--- src/hdl/swcc_pkg.sv ---
// shared types, sizes and helpers of the sliding window co-occurrence counter
// no dependencies; imported by every module of the block but the checker
package swcc_pkg;

  localparam int VOCAB_WORDS = 256;
  localparam int MAX_WINDOW = 16;

  localparam int WORD_W     = 8;
  localparam int COUNT_W    = 32;
  localparam int WIN_W      = 5;
  localparam int LIMIT_W    = 16;
  localparam int CFG_ADDR_W = 1;
  localparam int CFG_DATA_W = 16;

  localparam int IDX_W      = (VOCAB_WORDS > 1) ? $clog2(VOCAB_WORDS) : 1;
  localparam int ADDR_W     = 2 * IDX_W;
  localparam int FILL_W     = $clog2(MAX_WINDOW + 1);
  localparam int SLOT_W     = (MAX_WINDOW > 1) ? $clog2(MAX_WINDOW) : 1;

  localparam int QUEUE_DEPTH = 4;
  localparam int QPTR_W      = $clog2(QUEUE_DEPTH);

  localparam logic [CFG_ADDR_W-1:0] CFG_WINDOW_SIZE    = CFG_ADDR_W'(0);
  localparam logic [CFG_ADDR_W-1:0] CFG_SENTENCE_LIMIT = CFG_ADDR_W'(1);

  localparam logic [WIN_W-1:0]   WINDOW_RESET = WIN_W'(5);
  localparam logic [LIMIT_W-1:0] LIMIT_RESET  = LIMIT_W'(1000);

  typedef logic [IDX_W-1:0]   idx_t;
  typedef logic [ADDR_W-1:0]  addr_t;
  typedef logic [COUNT_W-1:0] count_t;
  typedef logic [WORD_W-1:0]  word_t;

  localparam count_t COUNT_MAX = '1;

  typedef enum logic {
    OP_BUMP,
    OP_READ
  } op_kind_t;

  // one unit of work for the counter store
  typedef struct packed {
    op_kind_t kind;
    logic     zero;   // read outside the vocabulary returns zero
    addr_t    addr;
  } op_t;

  typedef struct packed {
    logic [WIN_W-1:0]   window_size;
    logic [LIMIT_W-1:0] sentence_limit;
  } cfg_t;

  function automatic logic in_vocab(word_t v);
    return int'(v) < VOCAB_WORDS;
  endfunction

  function automatic idx_t to_idx(word_t v);
    return idx_t'(v);
  endfunction

endpackage

--- src/hdl/swcc_front.sv ---
// front part: accepts requests, keeps the sentence window, emits counter ops
// depends on swcc_pkg
module swcc_front (
  input  logic                    clk,
  input  logic                    rst_n,
  input  swcc_pkg::cfg_t          cfg,
  input  logic                    clr_busy,
  input  logic                    in_tvalid,
  output logic                    in_tready,
  input  logic                    in_mode,
  input  swcc_pkg::word_t         in_word,
  input  swcc_pkg::word_t         in_row,
  input  swcc_pkg::word_t         in_col,
  output logic                    q_push,
  output swcc_pkg::op_t           q_op,
  input  logic                    q_full
);
  import swcc_pkg::*;

  typedef enum logic {
    F_IDLE,
    F_EMIT
  } fstate_t;

  fstate_t              state_r, state_nxt;
  word_t                recent_r [MAX_WINDOW];
  logic [FILL_W-1:0]    fill_r, fill_nxt;
  logic [LIMIT_W-1:0]   pos_r, pos_nxt, pos_inc;
  word_t                cur_r, cur_nxt;
  logic [SLOT_W-1:0]    slot_r, slot_nxt;
  logic [SLOT_W-1:0]    last_r, last_nxt;
  logic                 side_r, side_nxt;
  logic                 store;
  word_t                store_word;
  logic                 accept;
  int                   win_eff;
  int                   n_pair;
  word_t                old_word;

  assign in_tready = (state_r == F_IDLE) && !clr_busy && !q_full;
  assign accept    = in_tvalid && in_tready;
  assign old_word  = recent_r[slot_r];
  assign pos_inc   = pos_r + 1'b1;

  // number of earlier words paired with the new one
  always_comb begin
    win_eff = (int'(cfg.window_size) > MAX_WINDOW) ? MAX_WINDOW : int'(cfg.window_size);
    n_pair  = (int'(fill_r) < win_eff) ? int'(fill_r) : win_eff;
  end

  always_comb begin
    state_nxt  = state_r;
    fill_nxt   = fill_r;
    pos_nxt    = pos_r;
    cur_nxt    = cur_r;
    slot_nxt   = slot_r;
    last_nxt   = last_r;
    side_nxt   = side_r;
    store      = 1'b0;
    store_word = cur_r;
    q_push     = 1'b0;
    q_op.kind  = OP_BUMP;
    q_op.zero  = 1'b0;
    q_op.addr  = {to_idx(cur_r), to_idx(old_word)};

    unique case (state_r)
      F_IDLE: begin
        if (accept) begin
          if (in_mode) begin
            q_push    = 1'b1;
            q_op.kind = OP_READ;
            q_op.zero = !(in_vocab(in_row) && in_vocab(in_col));
            q_op.addr = {to_idx(in_row), to_idx(in_col)};
          end else if (in_word == '0) begin
            fill_nxt = '0;
            pos_nxt  = '0;
          end else if (in_vocab(in_word)) begin
            if (n_pair == 0) begin
              store      = 1'b1;
              store_word = in_word;
            end else begin
              cur_nxt   = in_word;
              slot_nxt  = '0;
              side_nxt  = 1'b0;
              last_nxt  = SLOT_W'(n_pair - 1);
              state_nxt = F_EMIT;
            end
          end
        end
      end
      F_EMIT: begin
        if (!q_full) begin
          q_push    = 1'b1;
          q_op.addr = side_r ? {to_idx(old_word), to_idx(cur_r)}
                             : {to_idx(cur_r), to_idx(old_word)};
          if (!side_r) begin
            side_nxt = 1'b1;
          end else begin
            side_nxt = 1'b0;
            if (slot_r == last_r) begin
              store     = 1'b1;
              state_nxt = F_IDLE;
            end else begin
              slot_nxt = slot_r + 1'b1;
            end
          end
        end
      end
      default: state_nxt = F_IDLE;
    endcase

    // word stored: advance fill and position, end sentence at the limit
    if (store) begin
      if (pos_inc >= cfg.sentence_limit || pos_inc == '0) begin
        fill_nxt = '0;
        pos_nxt  = '0;
      end else begin
        fill_nxt = (fill_r < FILL_W'(MAX_WINDOW)) ? fill_r + 1'b1 : fill_r;
        pos_nxt  = pos_inc;
      end
    end
  end

  always_ff @(posedge clk) begin
    if (!rst_n) begin
      state_r <= F_IDLE;
      fill_r  <= '0;
      pos_r   <= '0;
      side_r  <= 1'b0;
      slot_r  <= '0;
    end else begin
      state_r <= state_nxt;
      fill_r  <= fill_nxt;
      pos_r   <= pos_nxt;
      side_r  <= side_nxt;
      slot_r  <= slot_nxt;
      cur_r   <= cur_nxt;
      last_r  <= last_nxt;
      if (store) begin
        for (int i = MAX_WINDOW - 1; i > 0; i--) begin
          recent_r[i] <= recent_r[i-1];
        end
        recent_r[0] <= store_word;
      end
    end
  end

endmodule

--- config.mk ---
export PLATFORM = sky130hd
export DESIGN_NAME = swcc_front
export DESIGN_NICKNAME = d
export VERILOG_FILES = /design/src/hdl/swcc_pkg.sv /design/src/hdl/swcc_front.sv
export SDC_FILE = /design/constraint.sdc
export NUM_CORES = 1
export LEC_CHECK = 0
export BUFFER_PORTS_ARGS = -buffer_cell sky130_fd_sc_hd__buf_2
export CAP_MARGIN = 5
export CELL_PAD_IN_SITES_DETAIL_PLACEMENT = 0
export CELL_PAD_IN_SITES_GLOBAL_PLACEMENT = 1
export CORE_UTILIZATION = 53
export CTS_CLUSTER_DIAMETER = 150
export DETAILED_ROUTE_END_ITERATION = 16
export PLACE_DENSITY = 0.83
export SYNTH_ARGS = -nofsm -noshare
export SYNTH_HDL_FRONTEND = slang
export SYNTH_SLANG_ARGS = --single-unit
export TNS_END_PERCENT = 1
--- constraint.sdc ---
create_clock -name clk -period 21.4 [get_ports clk]
set_clock_uncertainty 0.15 [all_clocks]
set_input_delay 4.28 -clock clk [delete_from_list [all_inputs] [get_ports clk]]
set_output_delay 4.28 -clock clk [all_outputs]
set_load 0.02 [all_outputs]
Word level (Yosys, flattened, before mapping):

Memory sizes are Yosys's and may differ from the RTL's. A register that Yosys moved wholly into a read port is not among the register bits.
Cells that the tools add are included.

* flip-flop bits (word level): 39
* memory bits (writable): 128
* input bits: 51
* output and inout port bits: 20
* word-level logic and storage cells: 113
* memories kept: 1

Memories
* recent_r: words 16, width 8, rd ports 16, clocked after memory_dff 1, write ports 16, RTL line swcc_front.sv:26 `word_t recent_r [MAX_WINDOW];`

* add/sub/neg operators: 4
* $lt $le $gt $ge: 4
* equality and inequality tests: 11
* mux-type cells: 66
* bitwise logic cells: 4
* reductions and logical operators: 16

Operators by type and width (count)
* two-way mux 16 bit: 8
* two-way mux 5 bit: 9
* two-way mux 8 bit: 5
* two-way mux 18 bit: 2
* two-way mux 4 bit: 9
* logical NOT 32 bit: 1
* case mux 16 bit (2 select lines): 1
* two-way mux 1 bit: 26
* adder 16 x 1 -> 16 bit (second input constant): 1
* greater-or-equal comparator 16 bit: 1
* logical NOT 16 bit: 1
* inequality test 2 bit (second input constant): 6
* AND reduction 5 bit: 2
* logical NOT 8 bit: 1
* case mux 1 bit (2 select lines): 4
* case mux 4 bit (2 select lines): 1
* AND reduction 7 bit: 1
* inequality test 2 x 1 -> 1 bit (second input constant): 3
* AND reduction 6 bit: 1
* adder 5 x 1 -> 5 bit (second input constant): 1
* greater-than comparator 5 bit (second input constant): 1
* less-than comparator 5 bit: 1
* less-than comparator 5 bit (second input constant): 1
* adder 4 x 1 -> 4 bit (second input constant): 1
* 10 further kinds: 17

Logic depth before layout (Yosys ltp):

* word-level depth: 13
* mapped depth: 16
* mapped depth without buffers: 13

Worst setup path before layout:

OpenSTA, ideal clock, no wires.

* kind: in2reg
* start point: in cfg[20] in the netlist's numbering
* end point: mem recent_r[0][0] in the netlist's numbering (enable)
* setup time: 0.658 ns
* arrival time: 12.458 ns
* required time: 20.592 ns
* slack: 8.135 ns
* cell stages on the path: 13
* path buffers: 2
* path through: inv_1 nand2_1 ha_1 nand4_1 o22a_1 and3_1 a31oi_1 ha_1 inv_1 nand4bb_1 buf_2 buf_1 a21oi_1

RTL lines
* start, declared: RTL line swcc_front.sv:6 `input swcc_pkg::cfg_t cfg,`
* end, declared: RTL line swcc_front.sv:26

==> results.md <==
* Status: complete, no violations
* Overall Global Routing Usage at 0.223
* Setup repair after global routing missed its margin: false
* Hold WC Path Type: reg -> reg
* Clock Latency Late Sink at 430 ps
* M1 WL at 7930 microns
* Power density over the cells at 73.1 nW/um^2
* Arrival @ worst endpoint at 6590 ps
* Yosys top cell area share at 0.502
* Crit end category: output port
* Fin Hold WS at 295 ps
* Startpoint Class: input port
* Starting Density at 0.546
* Final nets at 760
* Congestion Overflow GR at 0
* GPL Wtd Cong at 0.864
* CP Class: in -> out
* DIE WIDTH at 128 microns
* Die area at 16300 sq um
* Vias in the first global route at 5251
* Synthesized Nets at 704
* Hold path cells at 0
* Port-buffer cells at 69
* Top_reg_cell synth: edfxtp_1
* Core Rows at 45
* Seq/Total Area, Yosys at 0.576
* Largest net degree at the start of global routing at 67
* Gate Count Post-Synth at 627
* Met3 WL at 757 microns
* CTS sink cnt at 171
* Vias per cell at 5.96
* Yosys cell types at 57
* Vias at 5402
* Clock root buffer: clkbuf_16
* Post-synthesis register bit count at 171
* Asr flop ratio synth at 0
* Share of cells above drive strength 1 at 0.237
* Leak at 3.40 nW
* Number of diodes at 0
* Detailed Routing Iterations Pass 1 at 5
* Clk pin slew, worst setup/hold paths at 60 ps
* Post-synthesis instance area at 8370 sq um
* Final Hold Vio Count at 0
* Pwr Total at 0.000691 W
* Final wirelength at 17200 microns
* Worst EP required at 16970 ps
* Wire length per cell at 19.0 microns
* Maximum VDD drop at 0.0603 mV
* Shortest period the worst path allows at 11020 ps
* Fmax at 0.0908 GHz
* Post-DP HPWL at 11500 microns
* CTS Buffer Depth at 2
* Rel. slew slack at 0.399
* Top cells by area, synth: edfxtp_1, mux4_2, dfxtp_1, ha_1, nand2_1
* TritonCTS Buffers at 17
* Detail Route Antenna Nets at 0
* H-tree depth at 4
* Highest metal used: met4
* Yosys warning count at 0
* TritonCTS clock tree: built
* Core Region at 15300 sq um
* R2R cell count at 7
* Core Util, Final at 0.617
* Pins over their slew limit at 0
* DRC viols at 0
* Max Cap Viol at 0
* Final setup viols at 0
* Synthesis-to-layout area growth at 13.0%
* Placed cell areas at 8860 sq um
* Post-synth top area cell: edfxtp_1
* Avg Cell Area, Syn at 13.3 sq um
* Max FO, Critical Path at 18
* Hold_buf cts at 0
* Finished Cell Area at 9460 sq um
* Final worst-path cycle share at 0.515
* Number of enable flip-flop cells after synthesis at 140
* CTS resizes at 0
* Die Y at 128 microns
* Initial drt markers at 383
* Initial antenna violation count at 0
* Setup tns final at 0 ps
* Post-CTS Setup Bufs at 0
* Tightest Pin Transition at 902 ps
* First-pass GRT wire length at 27800 microns
* Met2 wire len at 8360 microns
* I/O pins at 71
[per-stage QoR]
stage / std cells / setup WS (ps)
final: 907 / 10380
after global routing: 907 / 10150
after CTS: 907 / 10340
after detailed placement: 875 / 10340
after global placement: 875 / 10450
after floorplan: 627 / 8130
[per-layer routing]
| layer | GRT usage | vias to the layer above |
|---|---|---|
| met2 | 0.361 | 154 |
| met4 | 0.0574 | 0 |
| met5 | 0 | - |
| li1 | - | 2510 |
| met3 | 0.0388 | 15 |
| met1 | 0.315 | 2723 |
[worst max-delay path: stages]
cell      delay [ps]
buf_2            130
nor3_2            60
nand3_1          350
clkinv_1         580
nor2_1           740
a222oi_1         200
inv_1             80
buf_2            160
[cell type report]
| class | count | area (sq um) |
|---|---|---|
| clock buffers | 17 | 425 |
| clock inverters | 15 | 170 |
| fillers | 1204 | 5860 |
| inverters | 37 | 139 |
| multi-input cells | 380 | 3230 |
| flip-flops and latches | 171 | 4830 |
| well taps | 211 | 264 |
| repair buffers | 76 | 398 |
[cells in the mapped netlist (3+ instances only)]
library cell,instances
edfxtp_1,140
nand2_1,74
mux4_2,40
inv_1,35
dfxtp_1,31
ha_1,26
xnor2_1,25
a31oi_1,24
nor3_1,23
clkbuf_1,18
nor2_1,17
a21oi_1,16
nand3_1,14
xor2_1,14
buf_2,10
nand4_1,10
o21ai_0,10
and3_1,9
a222oi_1,8
mux2_2,8
buf_1,6
nor4_1,6
nand2b_1,4
nor2b_1,4
o211ai_1,4
or3_1,4
a211oi_1,3
a311oi_1,3
and4_1,3
buf_4,3
mux2i_1,3
[final timing paths]
kind                                  start                        end  slack [ps]
setup reg to reg         state_r$_SDFF_PN0_   recent_r[0][2]$_DFFE_PP_       17000
setup / recovery                     q_full                    q_op[6]       10380
hold / removal    recent_r[10][2]$_DFFE_PP_  recent_r[11][2]$_DFFE_PP_         300
hold reg to reg   recent_r[10][2]$_DFFE_PP_  recent_r[11][2]$_DFFE_PP_         300
[registers in the layout, summed over array words and instances, names as in the netlist, named ones only]
signal and cells:
fill_r 5, cur_r 8, side_r 1, last_r 4
recent_r 128, state_r 1, pos_r 16, slot_r 4
[power breakdown]
part	switching (W)	internal, W	total, W	leakage, nW
logic	0.0000135	0.00000898	0.0000224	1.60
registers	0.00000117	0.000358	0.000360	1.52
clock network	0.000126	0.000183	0.000309	0.287
[placed cells by master, fill, tap and decap left out, drive strengths merged, types with 8 or more instances in the layout]
| master | Yosys | layout |
|---|---|---|
| edfxtp | 140 | 140 |
| buf | 21 | 76 |
| nand2 | 74 | 74 |
| mux4 | 40 | 40 |
| inv | 35 | 38 |
| dfxtp | 31 | 31 |
| ha | 26 | 26 |
| xnor2 | 25 | 25 |
| a31oi | 24 | 24 |
| nor3 | 24 | 24 |
| nor2 | 17 | 17 |
| clkbuf | 18 | 17 |
| a21oi | 17 | 17 |
| nand3 | 15 | 15 |
| xor2 | 14 | 14 |
| nand4 | 11 | 11 |
| o21ai | 10 | 10 |
| and3 | 9 | 9 |
| mux2 | 9 | 9 |
| clkinv | 2 | 9 |
| a222oi | 8 | 8 |
[kinds of logic (layout without fill, tap and decap cells)]
logic type      after synthesis  in the layout  share of synthesized area
buf+inv                      76            145                     0.0387
fa+ha+maj                    26             26                     0.0389
mux                          52             52                      0.124
compound gates               83             83                     0.0730
simple gates                179            179                      0.108
xor+xnor                     39             39                     0.0408
other cells                   1              1                   0.000448
flops                       171            171                      0.576
Note: power is estimated with default switching activity, not from simulation.
