[src/hdl/swcc_pkg.sv]
// shared types, sizes and helpers of the sliding window co-occurrence counter
// no dependencies; imported by every module of the block but the checker
package swcc_pkg;

  localparam int VOCAB_WORDS = 256;
  localparam int MAX_WINDOW = 16;

  localparam int WORD_W     = 8;
  localparam int COUNT_W    = 32;
  localparam int WIN_W      = 5;
  localparam int LIMIT_W    = 16;
  localparam int CFG_ADDR_W = 1;
  localparam int CFG_DATA_W = 16;

  localparam int IDX_W      = (VOCAB_WORDS > 1) ? $clog2(VOCAB_WORDS) : 1;
  localparam int ADDR_W     = 2 * IDX_W;
  localparam int FILL_W     = $clog2(MAX_WINDOW + 1);
  localparam int SLOT_W     = (MAX_WINDOW > 1) ? $clog2(MAX_WINDOW) : 1;

  localparam int QUEUE_DEPTH = 4;
  localparam int QPTR_W      = $clog2(QUEUE_DEPTH);

  localparam logic [CFG_ADDR_W-1:0] CFG_WINDOW_SIZE    = CFG_ADDR_W'(0);
  localparam logic [CFG_ADDR_W-1:0] CFG_SENTENCE_LIMIT = CFG_ADDR_W'(1);

  localparam logic [WIN_W-1:0]   WINDOW_RESET = WIN_W'(5);
  localparam logic [LIMIT_W-1:0] LIMIT_RESET  = LIMIT_W'(1000);

  typedef logic [IDX_W-1:0]   idx_t;
  typedef logic [ADDR_W-1:0]  addr_t;
  typedef logic [COUNT_W-1:0] count_t;
  typedef logic [WORD_W-1:0]  word_t;

  localparam count_t COUNT_MAX = '1;

  typedef enum logic {
    OP_BUMP,
    OP_READ
  } op_kind_t;

  // one unit of work for the counter store
  typedef struct packed {
    op_kind_t kind;
    logic     zero;   // read outside the vocabulary returns zero
    addr_t    addr;
  } op_t;

  typedef struct packed {
    logic [WIN_W-1:0]   window_size;
    logic [LIMIT_W-1:0] sentence_limit;
  } cfg_t;

  function automatic logic in_vocab(word_t v);
    return int'(v) < VOCAB_WORDS;
  endfunction

  function automatic idx_t to_idx(word_t v);
    return idx_t'(v);
  endfunction

endpackage

[src/hdl/swcc_queue.sv]
// short op queue between the front part and the counter store
// depends on swcc_pkg
module swcc_queue (
  input  logic          clk,
  input  logic          rst_n,
  input  logic          push,
  input  swcc_pkg::op_t push_op,
  output logic          full,
  input  logic          pop,
  output swcc_pkg::op_t pop_op,
  output logic          not_empty
);
  import swcc_pkg::*;

  op_t                slot_r [QUEUE_DEPTH];
  logic [QPTR_W-1:0]  wr_ptr_r, wr_ptr_nxt;
  logic [QPTR_W-1:0]  rd_ptr_r, rd_ptr_nxt;
  logic [QPTR_W:0]    cnt_r, cnt_nxt;

  assign full      = (cnt_r == (QPTR_W + 1)'(QUEUE_DEPTH));
  assign not_empty = (cnt_r != '0);
  assign pop_op    = slot_r[rd_ptr_r];

  always_comb begin
    wr_ptr_nxt = push ? wr_ptr_r + 1'b1 : wr_ptr_r;
    rd_ptr_nxt = pop ? rd_ptr_r + 1'b1 : rd_ptr_r;
    cnt_nxt    = cnt_r + (QPTR_W + 1)'(push) - (QPTR_W + 1)'(pop);
  end

  always_ff @(posedge clk) begin
    if (!rst_n) begin
      wr_ptr_r <= '0;
      rd_ptr_r <= '0;
      cnt_r    <= '0;
    end else begin
      wr_ptr_r <= wr_ptr_nxt;
      rd_ptr_r <= rd_ptr_nxt;
      cnt_r    <= cnt_nxt;
    end
  end

  always_ff @(posedge clk) begin
    if (push) begin
      slot_r[wr_ptr_r] <= push_op;
    end
  end

endmodule

[config.mk]
export PLATFORM = sky130hd
export DESIGN_NAME = swcc_queue
export DESIGN_NICKNAME = d
export VERILOG_FILES = /design/src/hdl/swcc_pkg.sv /design/src/hdl/swcc_queue.sv
export SDC_FILE = /design/constraint.sdc
export NUM_CORES = 1
export LEC_CHECK = 0
export ABC_CLOCK_PERIOD_IN_PS = 3190
export BUFFER_PORTS_ARGS = -buffer_cell sky130_fd_sc_hd__buf_2
export CORE_ASPECT_RATIO = 1.25
export CORE_MARGIN = 2
export CORE_UTILIZATION = 40
export CTS_CLUSTER_DIAMETER = 40
export CTS_CLUSTER_SIZE = 8
export DETAILED_ROUTE_END_ITERATION = 12
export SLEW_MARGIN = 10
export SYNTH_ARGS = -nofsm -noshare
export SYNTH_HDL_FRONTEND = slang
export SYNTH_SLANG_ARGS = --single-unit
[constraint.sdc]
create_clock -name clk -period 3.19 [get_ports clk]
set_clock_uncertainty 0.2 [all_clocks]
set_input_delay 0.638 -clock clk [delete_from_list [all_inputs] [get_ports clk]]
set_output_delay 0.638 -clock clk [all_outputs]
set_load 0.01 [all_outputs]
### Word level (Yosys, flattened, before mapping)

Memory sizes are Yosys's and may differ from the RTL's. A register that Yosys moved wholly into a read port is not among the register bits.
Index checks and enable logic that the tools add are counted.

| storage, ports and cells | value |
|---|---|
| RAM bits | 72 |
| register bits | 7 |
| word-level logic and storage cells | 14 |
| memories | 1 |
| output and inout port bits | 20 |

| cells by class | value |
|---|---|
| muxes and demuxes | 4 |
| add/subtract/negate cells | 4 |
| reductions and logical operators | 1 |
| eq/ne operators | 1 |

Memory list:

| name | words | bits a word | rd ports | clocked after memory_dff | wr ports | RTL line | source |
|---|---|---|---|---|---|---|---|
| slot_r | 4 | 18 | 1 | 1 | 1 | swcc_queue.sv:15 | `op_t slot_r [QUEUE_DEPTH];` |

Operator list:

| kind | number |
|---|---|
| 2-bit by 1-bit adder with 2-bit output, second input constant | 2 |
| 2-bit 2-to-1 mux | 2 |
| 3-bit by 1-bit adder with 3-bit output | 1 |
| 3-bit equality test, second input constant | 1 |
| 3-bit nonzero test | 1 |
| 3-bit by 1-bit subtractor with 3-bit output | 1 |
| 1-bit 2-to-1 mux | 2 |

### Longest topological paths before layout

Gate-level depths: netlist of run 1.

| logic depth | value |
|---|---|
| word-level depth | 3 |
| gate-level depth with buffers | 7 |
| gate-level depth less buffers | 7 |

### Worst setup path after synthesis of run 1

Ideal clock, no wire load.

| timing | value |
|---|---|
| kind | input port to flip-flop |
| start | in pop |
| end | reg cnt_r[2] |
| slack | 1031 ps |
| stages on the path | 6 |
| arrival time | 1842 ps |
| buffers on the path | 0 |
| cells stage by stage | ha_1 > inv_1 > ha_1 > fa_1 > xor3_1 > nor2_1 |

| on the way | value |
|---|---|
| longest elaborated chain between the ends | 1 |

RTL lines:

| item | RTL line | source |
|---|---|---|
| start: declaration | swcc_queue.sv:9 | `input logic pop,` |
| 3-bit by 1-bit subtractor with 3-bit output | swcc_queue.sv:27 | `cnt_nxt = cnt_r + (QPTR_W + 1)'(push) - (QPTR_W + 1)'(pop);` |
| end signal: assignment | swcc_queue.sv:38 | `cnt_r <= cnt_nxt;` |
| end: declaration | swcc_queue.sv:18 | `logic [QPTR_W:0] cnt_r, cnt_nxt;` |

Every way passes these cells.
A chain may end at the register's enable or synchronous reset.

==> run_results.csv, run 1 <==
group,metric,value,unit
synth,synthesis.nets,166,
power,p_sw_share,23.1,%
clock_tree,cts_hold_buffers,0,
critical_path,critical_path.cell_chain,"buf_12 -> mux4_1 -> buf_2",
floorplanning,die_width,82.5,microns
critical_path,critical_path.slowest_cell,"sky130_fd_sc_hd__dfxtp_1",
critical_path,worst-endpoint-required,2.35,ns
min_path,hold_path_depth,1,
power,clockPowerShare,29.0,%
power,irDropWorstVdd,288,uV
global_route,global_route.overflow_total,0,
global_route,grt_max_degree,19,
clock_tree,root_buffer,"sky130_fd_sc_hd__clkbuf_8",
cells_and_area,layout.cells.most_common,"sky130_fd_sc_hd__edfxtp_1",
drt,drt-wirelength-per-cell,17.7,microns
timing,finalHoldViolations,0,
clock_tree,worstSkewPairLatency,0.34,ns
synth,synth_seq_area_share,76.0,%
floorplanning,boundaryPins,42,
drt,detail_route.iter0.violations,37,
critical_path,timing.reg2reg.setup_slack,1.21,ns
critical_path,crit-reg2reg-launch,"cnt_r[0]$_SDFF_PN0_",
timing,setup_violations,0,
run_status,status,"completed",
timing,tns,0,ns
synth,synthCells,137,
drt,drt.antenna.violating_nets,0,
placement,port_buffers,41,
floorplanning,die_area,0.00843,sq mm
clock_tree,clk_transition_reported_paths,0.08,ns
clock_tree,tritoncts_clock_tree,"yes",
power,power,2.13,mW
clock_tree,cts_resized,0,
clock_tree,clock_tree.htree_level_count,3,
synth,netlist_top_cells_area,"sky130_fd_sc_hd__edfxtp_1 (70%), sky130_fd_sc_hd__mux4_2 (7.3%), sky130_fd_sc_hd__mux4_1 (6.8%)",
drt,via_per_inst,4.95,
cells_and_area,finalNetCount,220,
cells_and_area,fill_cell_instance_count_of_the_final_layout,638,
global_route,grt_pass1_vias,1556,
synth,synth_top_cell_area_share,70.1,%
clock_tree,tritoncts.num_buffers,9,
timing,final_max_slew_viol_count,0,
cells_and_area,final_cell_mix,"sky130_fd_sc_hd__edfxtp_1 (72), sky130_fd_sc_hd__buf_2 (41), sky130_fd_sc_hd__mux4_2 (10), sky130_fd_sc_hd__dfxtp_1 (9), sky130_fd_sc_hd__clkbuf_8 (9)",
global_route,groute.usage.overall,13.5,%
power,pwr_density_cell,593,mW/mm^2
floorplanning,design.core.area,0.00744,sq mm
cells_and_area,drive_above_1_share,36.2,%
drt,detailedRoute.firstPassIterationCount,4,
placement,dp_hpwl,3490,microns
cells_and_area,regArea,0.00234,sq mm
synth,syn_avg_cell_area,22.5,sq um
synth,yosys_warnings,0,
critical_path,ff2ff_path_depth,7,
critical_path,critical_path_arrival,1.81,ns
min_path,worst_hold_path_type,"in -> reg",
min_path,min_from,"push_op[17]",
floorplanning,dieHeight,102,microns
critical_path,crit_path_max_fo,13,
timing,min_period_over_period,83.1,%
run,max_cap_viol_count,0,
critical_path,timing.rr.end,"cnt_r[2]$_SDFF_PN0_",
critical_path,critPathMaxStageDelay,0.55,ns
synth,yosysUniqueCellTypes,20,
clock_tree,cts_max_path_buffers,2,
placement,gp_congestion,0.634,
power,leakagePower,1.28,nW
cells_and_area,area_growth,16.3,%
placement,dp_worst_setup_slack,0.781,ns
clock_tree,postCtsSetupRepairBufs,0,
global_route,initial_antenna_violation_count,1,
power,power.net_switching,0.491,mW
min_path,holdPathEnd,"slot_r[2][17]$_DFFE_PP_",
critical_path,startpoint_type_of_the_worst_setup_path,"flop",
cells_and_area,multiInputGateArea,673,sq um
synth,most_area_hungry_cell_type_in_the_yosys_netlist,"sky130_fd_sc_hd__edfxtp_1",
drt,post-route-drc-count,0,
floorplanning,starting_density_of_the_core,41.4,%
power,comb_power_share,12.6,%
drt,wirelength,5100,microns
timing,max_freq,377,MHz
synth,yosys_register_bits,81,
timing,slew_headroom,62.4,%
critical_path,end_kind,"output port",
power,sequentialPowerShare,58.4,%
drt,routed-via-count,1431,
critical_path,critPathKind,"reg -> out",
global_route,wire_length_of_the_first_global_routing_pass,7840,microns
timing,fin_crit,2.65,ns
floorplanning,placementRows,35,
clock_tree,cts.sinks,81,
cells_and_area,postLayoutCoreUtil,48.2,%
timing,worstMarginPinSlew,0.564,ns
timing,timing.hold.ws,0.311,ns
synth,synth_area,0.00308,sq mm
timing,rsz0062_at_grt,"false",
timing,fin_ws,0.539,ns
power,cellInternalPower,1.64,mW
==> registers in the layout, indices dropped and copies added (netlist names), named ones only <==
register  flops
rd_ptr_r      2
cnt_r         3
wr_ptr_r      2
slot_r       72
==> worst max-delay path: cells and delay by family (launching register included) <==
kind / cells / cell delay [ns]
flip-flops: 1 / 0.55
multiplexers: 1 / 0.55
buffers and inverters: 2 / 0.37
==> synth_stat cells <==
master	n
sky130_fd_sc_hd__edfxtp_1	72
sky130_fd_sc_hd__mux2i_1	1
sky130_fd_sc_hd__ha_1	6
sky130_fd_sc_hd__mux4_2	10
sky130_fd_sc_hd__or3_1	1
sky130_fd_sc_hd__buf_2	2
sky130_fd_sc_hd__a21bo_2	1
sky130_fd_sc_hd__and2_1	6
sky130_fd_sc_hd__and3_1	1
sky130_fd_sc_hd__xnor2_1	2
sky130_fd_sc_hd__dfxtp_1	9
sky130_fd_sc_hd__fa_1	1
sky130_fd_sc_hd__buf_6	1
sky130_fd_sc_hd__a21oi_1	1
sky130_fd_sc_hd__nand3b_1	1
sky130_fd_sc_hd__nor2_1	5
sky130_fd_sc_hd__inv_1	7
sky130_fd_sc_hd__mux4_1	8
sky130_fd_sc_hd__buf_12	1
sky130_fd_sc_hd__xor3_1	1
==> logic make-up after synthesis <==
kind of cell,share of synthesized area (%)
AO/OA/AOI/OAI,0.487
XOR/XNOR,1.34
adder cells (fa/ha/maj),3.08
buffers and inverters,2.19
flip-flops,76.0
multiplexers,14.4
AND/OR/NAND/NOR,2.48
==> worst max-delay path by stage <==
stage | slack (ns) | cells after the start | from | to
after floorplan | 1.03 | 6 | pop | cnt_r[2]$_SDFF_PN0_
after global placement | 0.87 | 7 | pop | cnt_r[2]$_SDFF_PN0_
after detailed placement | 0.78 | 7 | pop | cnt_r[2]$_SDFF_PN0_
after CTS | 0.50 | 3 | flop | pop_op[17]
after global routing | 0.43 | 3 | flop | pop_op[15]
final | 0.54 | 3 | flop | pop_op[17]
==> final cells by class <==
class | instances | share of cell area, %
diodes | 1 | 0.0698
clock buffers | 11 | 3.66
clock inverters | 5 | 0.907
inverters | 7 | 0.733
multi-input cells | 45 | 18.8
flip-flops and latches | 81 | 65.3
well taps | 92 | 3.21
repair buffers | 47 | 7.33
==> layer usage <==
layer	global-route usage (%)	share of wire, %	vias up
li1	-	-	658
met1	14.9	39	722
met2	23.0	52	43
met3	5.39	7.3	8
met4	5.67	1.7	0
met5	0	0	-
==> power groups by stage <==
stage               logic, mW  registers (mW)  clock network [mW]
floorplan               0.177            1.26                   0
global placement        0.262            1.26                   0
detailed placement      0.272            1.27                   0
CTS                     0.274            1.24               0.632
global route            0.296            1.25               0.672
finish                  0.267            1.24               0.616
==> through the flow <==
stage / cells / instance area [sq um]
after floorplan: 137 / 3080
after global placement: 272 / 3420
after detailed placement: 272 / 3420
after CTS: 288 / 3580
after global routing: 288 / 3580
final: 289 / 3590
Power figures use the tool's default switching activity.
==> inputs of run 2 (changes only) <==
--- a/config.mk
+++ b/config.mk
@@ -5,7 +5,7 @@
 export SDC_FILE = /design/constraint.sdc
 export NUM_CORES = 1
 export LEC_CHECK = 0
-export ABC_CLOCK_PERIOD_IN_PS = 3190
+export ABC_CLOCK_PERIOD_IN_PS = 2200
 export BUFFER_PORTS_ARGS = -buffer_cell sky130_fd_sc_hd__buf_2
 export CORE_ASPECT_RATIO = 1.25
 export CORE_MARGIN = 2
==> constraint.sdc (replaced) <==
create_clock -name clk -period 2.2 [get_ports clk]
set_clock_uncertainty 0.2 [all_clocks]
set_input_delay 0.44 -clock clk [delete_from_list [all_inputs] [get_ports clk]]
set_output_delay 0.44 -clock clk [all_outputs]
set_load 0.01 [all_outputs]
==> run_results.csv, run 2 (synthesized netlist as in run 1, its figures left out) <==
group,metric,value,unit
cells_and_area,area_growth,21.1,%
cells_and_area,finalNetCount,223,
clock_tree,cts_hold_buffers,0,
cells_and_area,layout.cells.most_common,"sky130_fd_sc_hd__edfxtp_1",
critical_path,crit_path_max_fo,7,
critical_path,critPathKind,"reg -> out",
critical_path,critical_path.cell_chain,"buf_12 -> mux4_2 -> buf_6",
run_status,failing_checks,"setup timing",
cells_and_area,final_cell_mix,"sky130_fd_sc_hd__edfxtp_1 (72), sky130_fd_sc_hd__buf_2 (28), sky130_fd_sc_hd__mux4_2 (18), sky130_fd_sc_hd__buf_6 (13), sky130_fd_sc_hd__clkbuf_8 (9)",
global_route,groute.usage.overall,13.7,%
timing,fin_ws,-0.00789,ns
cells_and_area,antenna-diode-count,0,
floorplanning,placementRows,35,
drt,routed-via-count,1455,
critical_path,end_kind,"output port",
floorplanning,design.core.area,0.00744,sq mm
cells_and_area,largest_register,"slot_r",
cells_and_area,postLayoutCoreUtil,50.2,%
critical_path,critical_path_arrival,1.57,ns
drt,detailedRoute.firstPassIterationCount,5,
global_route,initial_antenna_violation_count,0,
drt,drt-wirelength-per-cell,17.4,microns
cells_and_area,fill_cell_instance_count_of_the_final_layout,649,
placement,dp_hpwl,3350,microns
clock_tree,cts.sinks,81,
clock_tree,clock_tree.htree_level_count,3,
clock_tree,postCtsSetupRepairBufs,0,
placement,dp_cells,274,
clock_tree,clk_transition_reported_paths,0.08,ns
power,irDropWorstVdd,582,uV
drt,post-route-drc-count,0,
cells_and_area,final_cell_count_no_fill,291,
power,leakagePower,1.31,nW
clock_tree,tritoncts_clock_tree,"yes",
run_status,status,"finished with violations",
clock_tree,cts_max_path_buffers,2,
run,max_cap_viol_count,0,
critical_path,worst-endpoint-required,1.56,ns
critical_path,worst_path_dominant_cell_family,"multiplexers",
drt,via_per_inst,5.00,
critical_path,critPathBufInv,2,
timing,slew_headroom,76.2,%
floorplanning,die_width,82.5,microns
critical_path,startpoint_type_of_the_worst_setup_path,"flop",
floorplanning,starting_density_of_the_core,41.4,%
floorplanning,die_area,0.00843,sq mm
drt,drt.antenna.violating_nets,0,
critical_path,critical_path.slowest_cell,"sky130_fd_sc_hd__mux4_2",
global_route,global_route.overflow_total,0,
min_path,worst_hold_path_type,"in -> reg",
global_route,grt_pass1_vias,1573,
critical_path,critPathMaxStageDelay,0.53,ns
drt,detail_route.iter0.violations,61,
placement,dp_worst_setup_slack,0.0134,ns
placement,port_buffers,41,
clock_tree,root_buffer,"sky130_fd_sc_hd__clkbuf_8",
global_route,grt_max_degree,19,
global_route,wire_length_of_the_first_global_routing_pass,7960,microns
timing,finalHoldViolations,0,
cells_and_area,largest_reg_flops,72,
timing,worstMarginPinSlew,0.357,ns
power,pwr_density_cell,855,mW/mm^2
timing,final_max_slew_viol_count,0,
clock_tree,tritoncts.num_buffers,9,
cells_and_area,drive_above_1_share,42.2,%
timing,min_period_over_period,100,%
floorplanning,dieHeight,102,microns
placement,gp_congestion,0.652,
clock_tree,worstSkewPairLatency,0.33,ns
cells_and_area,reg.largest.list,"slot_r (72), cnt_r (3)",
timing,rsz0062_at_grt,"true",
drt,wirelength,5060,microns
floorplanning,boundaryPins,42,
timing,fin_crit,2.21,ns
timing,max_freq,453,MHz
timing,setup_violations,1,
==> run 2: repair_timing <==
item,4_1_cts,5_1_grt
resized for setup,6,20
setup endpoints to repair,18,18
gates cloned,1,0
pin swaps,0,0
==> run 2: area by class of cell <==
type | instances | area, sq um | share of cell area (%)
clock buffer | 10 | 128 | 3.42
multi-input combinational | 45 | 643 | 17.2
timing repair buffer | 50 | 432 | 11.6
clock inverter | 6 | 45.0 | 1.21
tap | 92 | 115 | 3.08
sequential | 81 | 2350 | 62.8
inverter | 7 | 26.3 | 0.704
==> run 2: final timing paths <==
kind	from	endpoint	slack, ns	cells past startpoint
worst max-delay path	flop	pop_op[6]	-0.008	3
worst min-delay path	push_op[9]	slot_r[3][9]$_DFFE_PP_	0.11	1
worst max register to register	cnt_r[0]$_SDFF_PN0_	cnt_r[2]$_SDFF_PN0_	0.22	7
worst min register to register	rd_ptr_r[0]$_SDFFE_PN0P_	flop	0.35	2
==> run 2: power by group <==
group | total (mW) | switching, mW | leakage, nW | internal [mW]
registers | 1.80 | 0.0371 | 0.736 | 1.76
logic | 0.468 | 0.202 | 0.498 | 0.266
clock network | 0.923 | 0.512 | 0.0801 | 0.411
==> run 2: routing by layer <==
layer / track usage [%] / vias to the layer above / part of all wire (%)
met5: 0 / - / 0
met4: 8.32 / 0 / 1.8
met3: 3.09 / 7 / 3.9
met2: 23.0 / 42 / 52
met1: 15.9 / 743 / 42
li1: - / 663 / -
==> run 2: metrics by stage <==
stage	power [mW]	area (sq um)	TNS, ns	hold slack [ns]
2_1_floorplan	2.08	3080	0	0.299
3_3_place_gp	2.22	3470	0	0.326
3_5_place_dp	2.24	3470	0	0.340
4_1_cts	3.19	3670	-0.767	0.0935
5_1_grt	3.35	3730	-0.733	0.0921
6_report	3.19	3730	-0.00789	0.110
==> inputs of run 3 (changes only) <==
--- a/config.mk
+++ b/config.mk
@@ -13,6 +13,7 @@
 export CTS_CLUSTER_DIAMETER = 40
 export CTS_CLUSTER_SIZE = 8
 export DETAILED_ROUTE_END_ITERATION = 12
+export GPL_TIMING_DRIVEN = 0
 export SLEW_MARGIN = 10
 export SYNTH_ARGS = -nofsm -noshare
 export SYNTH_HDL_FRONTEND = slang
==> run_results.csv, run 3 (synthesized netlist as in run 1, its figures left out) <==
group,metric,value,unit
power,cellInternalPower,2.67,mW
timing,min_period_over_period,103,%
global_route,wire_length_of_the_first_global_routing_pass,7790,microns
cells_and_area,finalNetCount,225,
timing,fin_ws,-0.0695,ns
floorplanning,die_width,82.5,microns
min_path,min_from,"push_op[12]",
timing,rsz0062_at_grt,"true",
power,p_sw_share,22.1,%
clock_tree,worstSkewPairLatency,0.34,ns
placement,dp_hpwl,3340,microns
drt,drt-wirelength-per-cell,18.2,microns
min_path,hold_path_depth,1,
global_route,global_route.overflow_total,0,
cells_and_area,final_area,0.00376,sq mm
cells_and_area,largest_reg_flops,72,
cells_and_area,final_cell_count_no_fill,293,
placement,gp_congestion,0.709,
floorplanning,placementRows,35,
global_route,grt_pass1_vias,1643,
cells_and_area,final_cell_mix,"sky130_fd_sc_hd__edfxtp_1 (72), sky130_fd_sc_hd__buf_2 (28), sky130_fd_sc_hd__mux4_2 (18), sky130_fd_sc_hd__buf_6 (16), sky130_fd_sc_hd__clkbuf_8 (9)",
timing,finalHoldViolations,0,
timing,slew_headroom,35.9,%
critical_path,end_kind,"output port",
critical_path,crit-reg2reg-launch,"cnt_r[0]$_SDFF_PN0_",
timing,fin_crit,2.27,ns
critical_path,startpoint_type_of_the_worst_setup_path,"flop",
power,comb_power_share,14.0,%
timing,max_freq,441,MHz
clock_tree,clk_transition_reported_paths,0.08,ns
clock_tree,tritoncts_clock_tree,"yes",
run_status,status,"finished with violations",
global_route,groute.usage.overall,13.4,%
min_path,worst_hold_path_type,"in -> reg",
clock_tree,clock_tree.htree_level_count,3,
drt,post-route-drc-count,0,
power,power.net_switching,0.760,mW
drt,wirelength,5330,microns
timing,worstMarginPinSlew,0.961,ns
floorplanning,starting_density_of_the_core,41.4,%
floorplanning,boundaryPins,42,
clock_tree,cts.sinks,81,
global_route,grt_max_degree,19,
global_route,initial_antenna_violation_count,0,
drt,detailedRoute.firstPassIterationCount,4,
cells_and_area,layout.cells.most_common,"sky130_fd_sc_hd__edfxtp_1",
cells_and_area,area_growth,22.1,%
cells_and_area,largest_register,"slot_r",
placement,port_buffers,41,
run,max_cap_viol_count,0,
cells_and_area,antenna-diode-count,0,
clock_tree,tritoncts.num_buffers,9,
critical_path,ff2ff_path_depth,7,
placement,dp_cells,270,
drt,routed-via-count,1462,
critical_path,worst-endpoint-required,1.56,ns
power,leakagePower,1.34,nW
clock_tree,root_buffer,"sky130_fd_sc_hd__clkbuf_8",
timing,final_max_slew_viol_count,0,
drt,via_per_inst,4.99,
power,clockPowerShare,33.5,%
floorplanning,design.core.area,0.00744,sq mm
floorplanning,dieHeight,102,microns
power,sequentialPowerShare,52.4,%
power,irDropWorstVdd,415,uV
critical_path,critical_path_arrival,1.63,ns
cells_and_area,drive_above_1_share,43.3,%
drt,detail_route.iter0.violations,60,
clock_tree,cts_max_path_buffers,2,
power,pwr_density_cell,913,mW/mm^2
floorplanning,die_area,0.00843,sq mm
drt,drt.antenna.violating_nets,0,
run_status,failing_checks,"setup timing",
timing,setup_violations,15,
critical_path,crit_path_max_fo,6,
placement,dpl-instance-area,0.00340,sq mm
critical_path,critPathKind,"reg -> out",
cells_and_area,reg.largest.list,"slot_r (72), cnt_r (3)",
run 3: worst paths after layout:
kind / end / slack (ns)
worst max-delay path: pop_op[13] / -0.07
worst min-delay path: slot_r[0][12]$_DFFE_PP_ / 0.11
worst max register to register: cnt_r[2]$_SDFF_PN0_ / 0.21
worst min register to register: flop / 0.35
run 3: through the flow:
step	setup TNS, ns	utilization [%]	worst slack (ns)	hold slack (ns)	total power [mW]
2_1_floorplan	0	-	0.239	0.299	2.08
3_3_place_gp	0	45.7	0.0589	0.319	2.21
3_5_place_dp	-0.00614	45.7	-0.00614	0.339	2.23
4_1_cts	-0.971	49.0	-0.102	0.0971	3.41
5_1_grt	-1.59	50.6	-0.116	0.0948	3.57
6_report	-0.528	50.6	-0.0695	0.112	3.43
run 3: timing repair:
action,in CTS,in global routing
resized for setup,13,15
setup endpoints to repair,18,17
buffers inserted,3,2
hold buffers,0,0
cloned,1,1
run 3: cell type report:
| class | instances | area [sq um] |
|---|---|---|
| plain buffers | 4 | 51.3 |
| clock buffers | 9 | 124 |
| clock inverters | 7 | 93.8 |
| fillers | 619 | 3680 |
| inverters | 7 | 26.3 |
| multi-input cells | 45 | 643 |
| flip-flops and latches | 81 | 2340 |
| well taps | 92 | 115 |
| repair buffers | 48 | 367 |
run 3: power groups by stage:
stage	sequential (mW)	combinational, mW	clock (mW)
after detailed placement	1.83	0.402	0
after global routing	1.81	0.522	1.24
after floorplan	1.82	0.257	0
final	1.80	0.482	1.15
after global placement	1.82	0.383	0
after CTS	1.80	0.432	1.18
run 3: worst max-delay path, cell delays in order (launching register included):
cell	delay, ns
sky130_fd_sc_hd__dfxtp_2	0.35
sky130_fd_sc_hd__buf_8	0.13
sky130_fd_sc_hd__clkbuf_16	0.16
sky130_fd_sc_hd__mux4_2	0.51
sky130_fd_sc_hd__buf_6	0.14
run 3: metal layers:
layer  part of all wire [%]  GRT usage (%)  wire length [microns]
met2                     55           24.4                   2920
met1                     39           13.4                   2060
met3                    5.0           4.33                    264
met4                    1.5           6.56                     80
met5                      0              0                      0
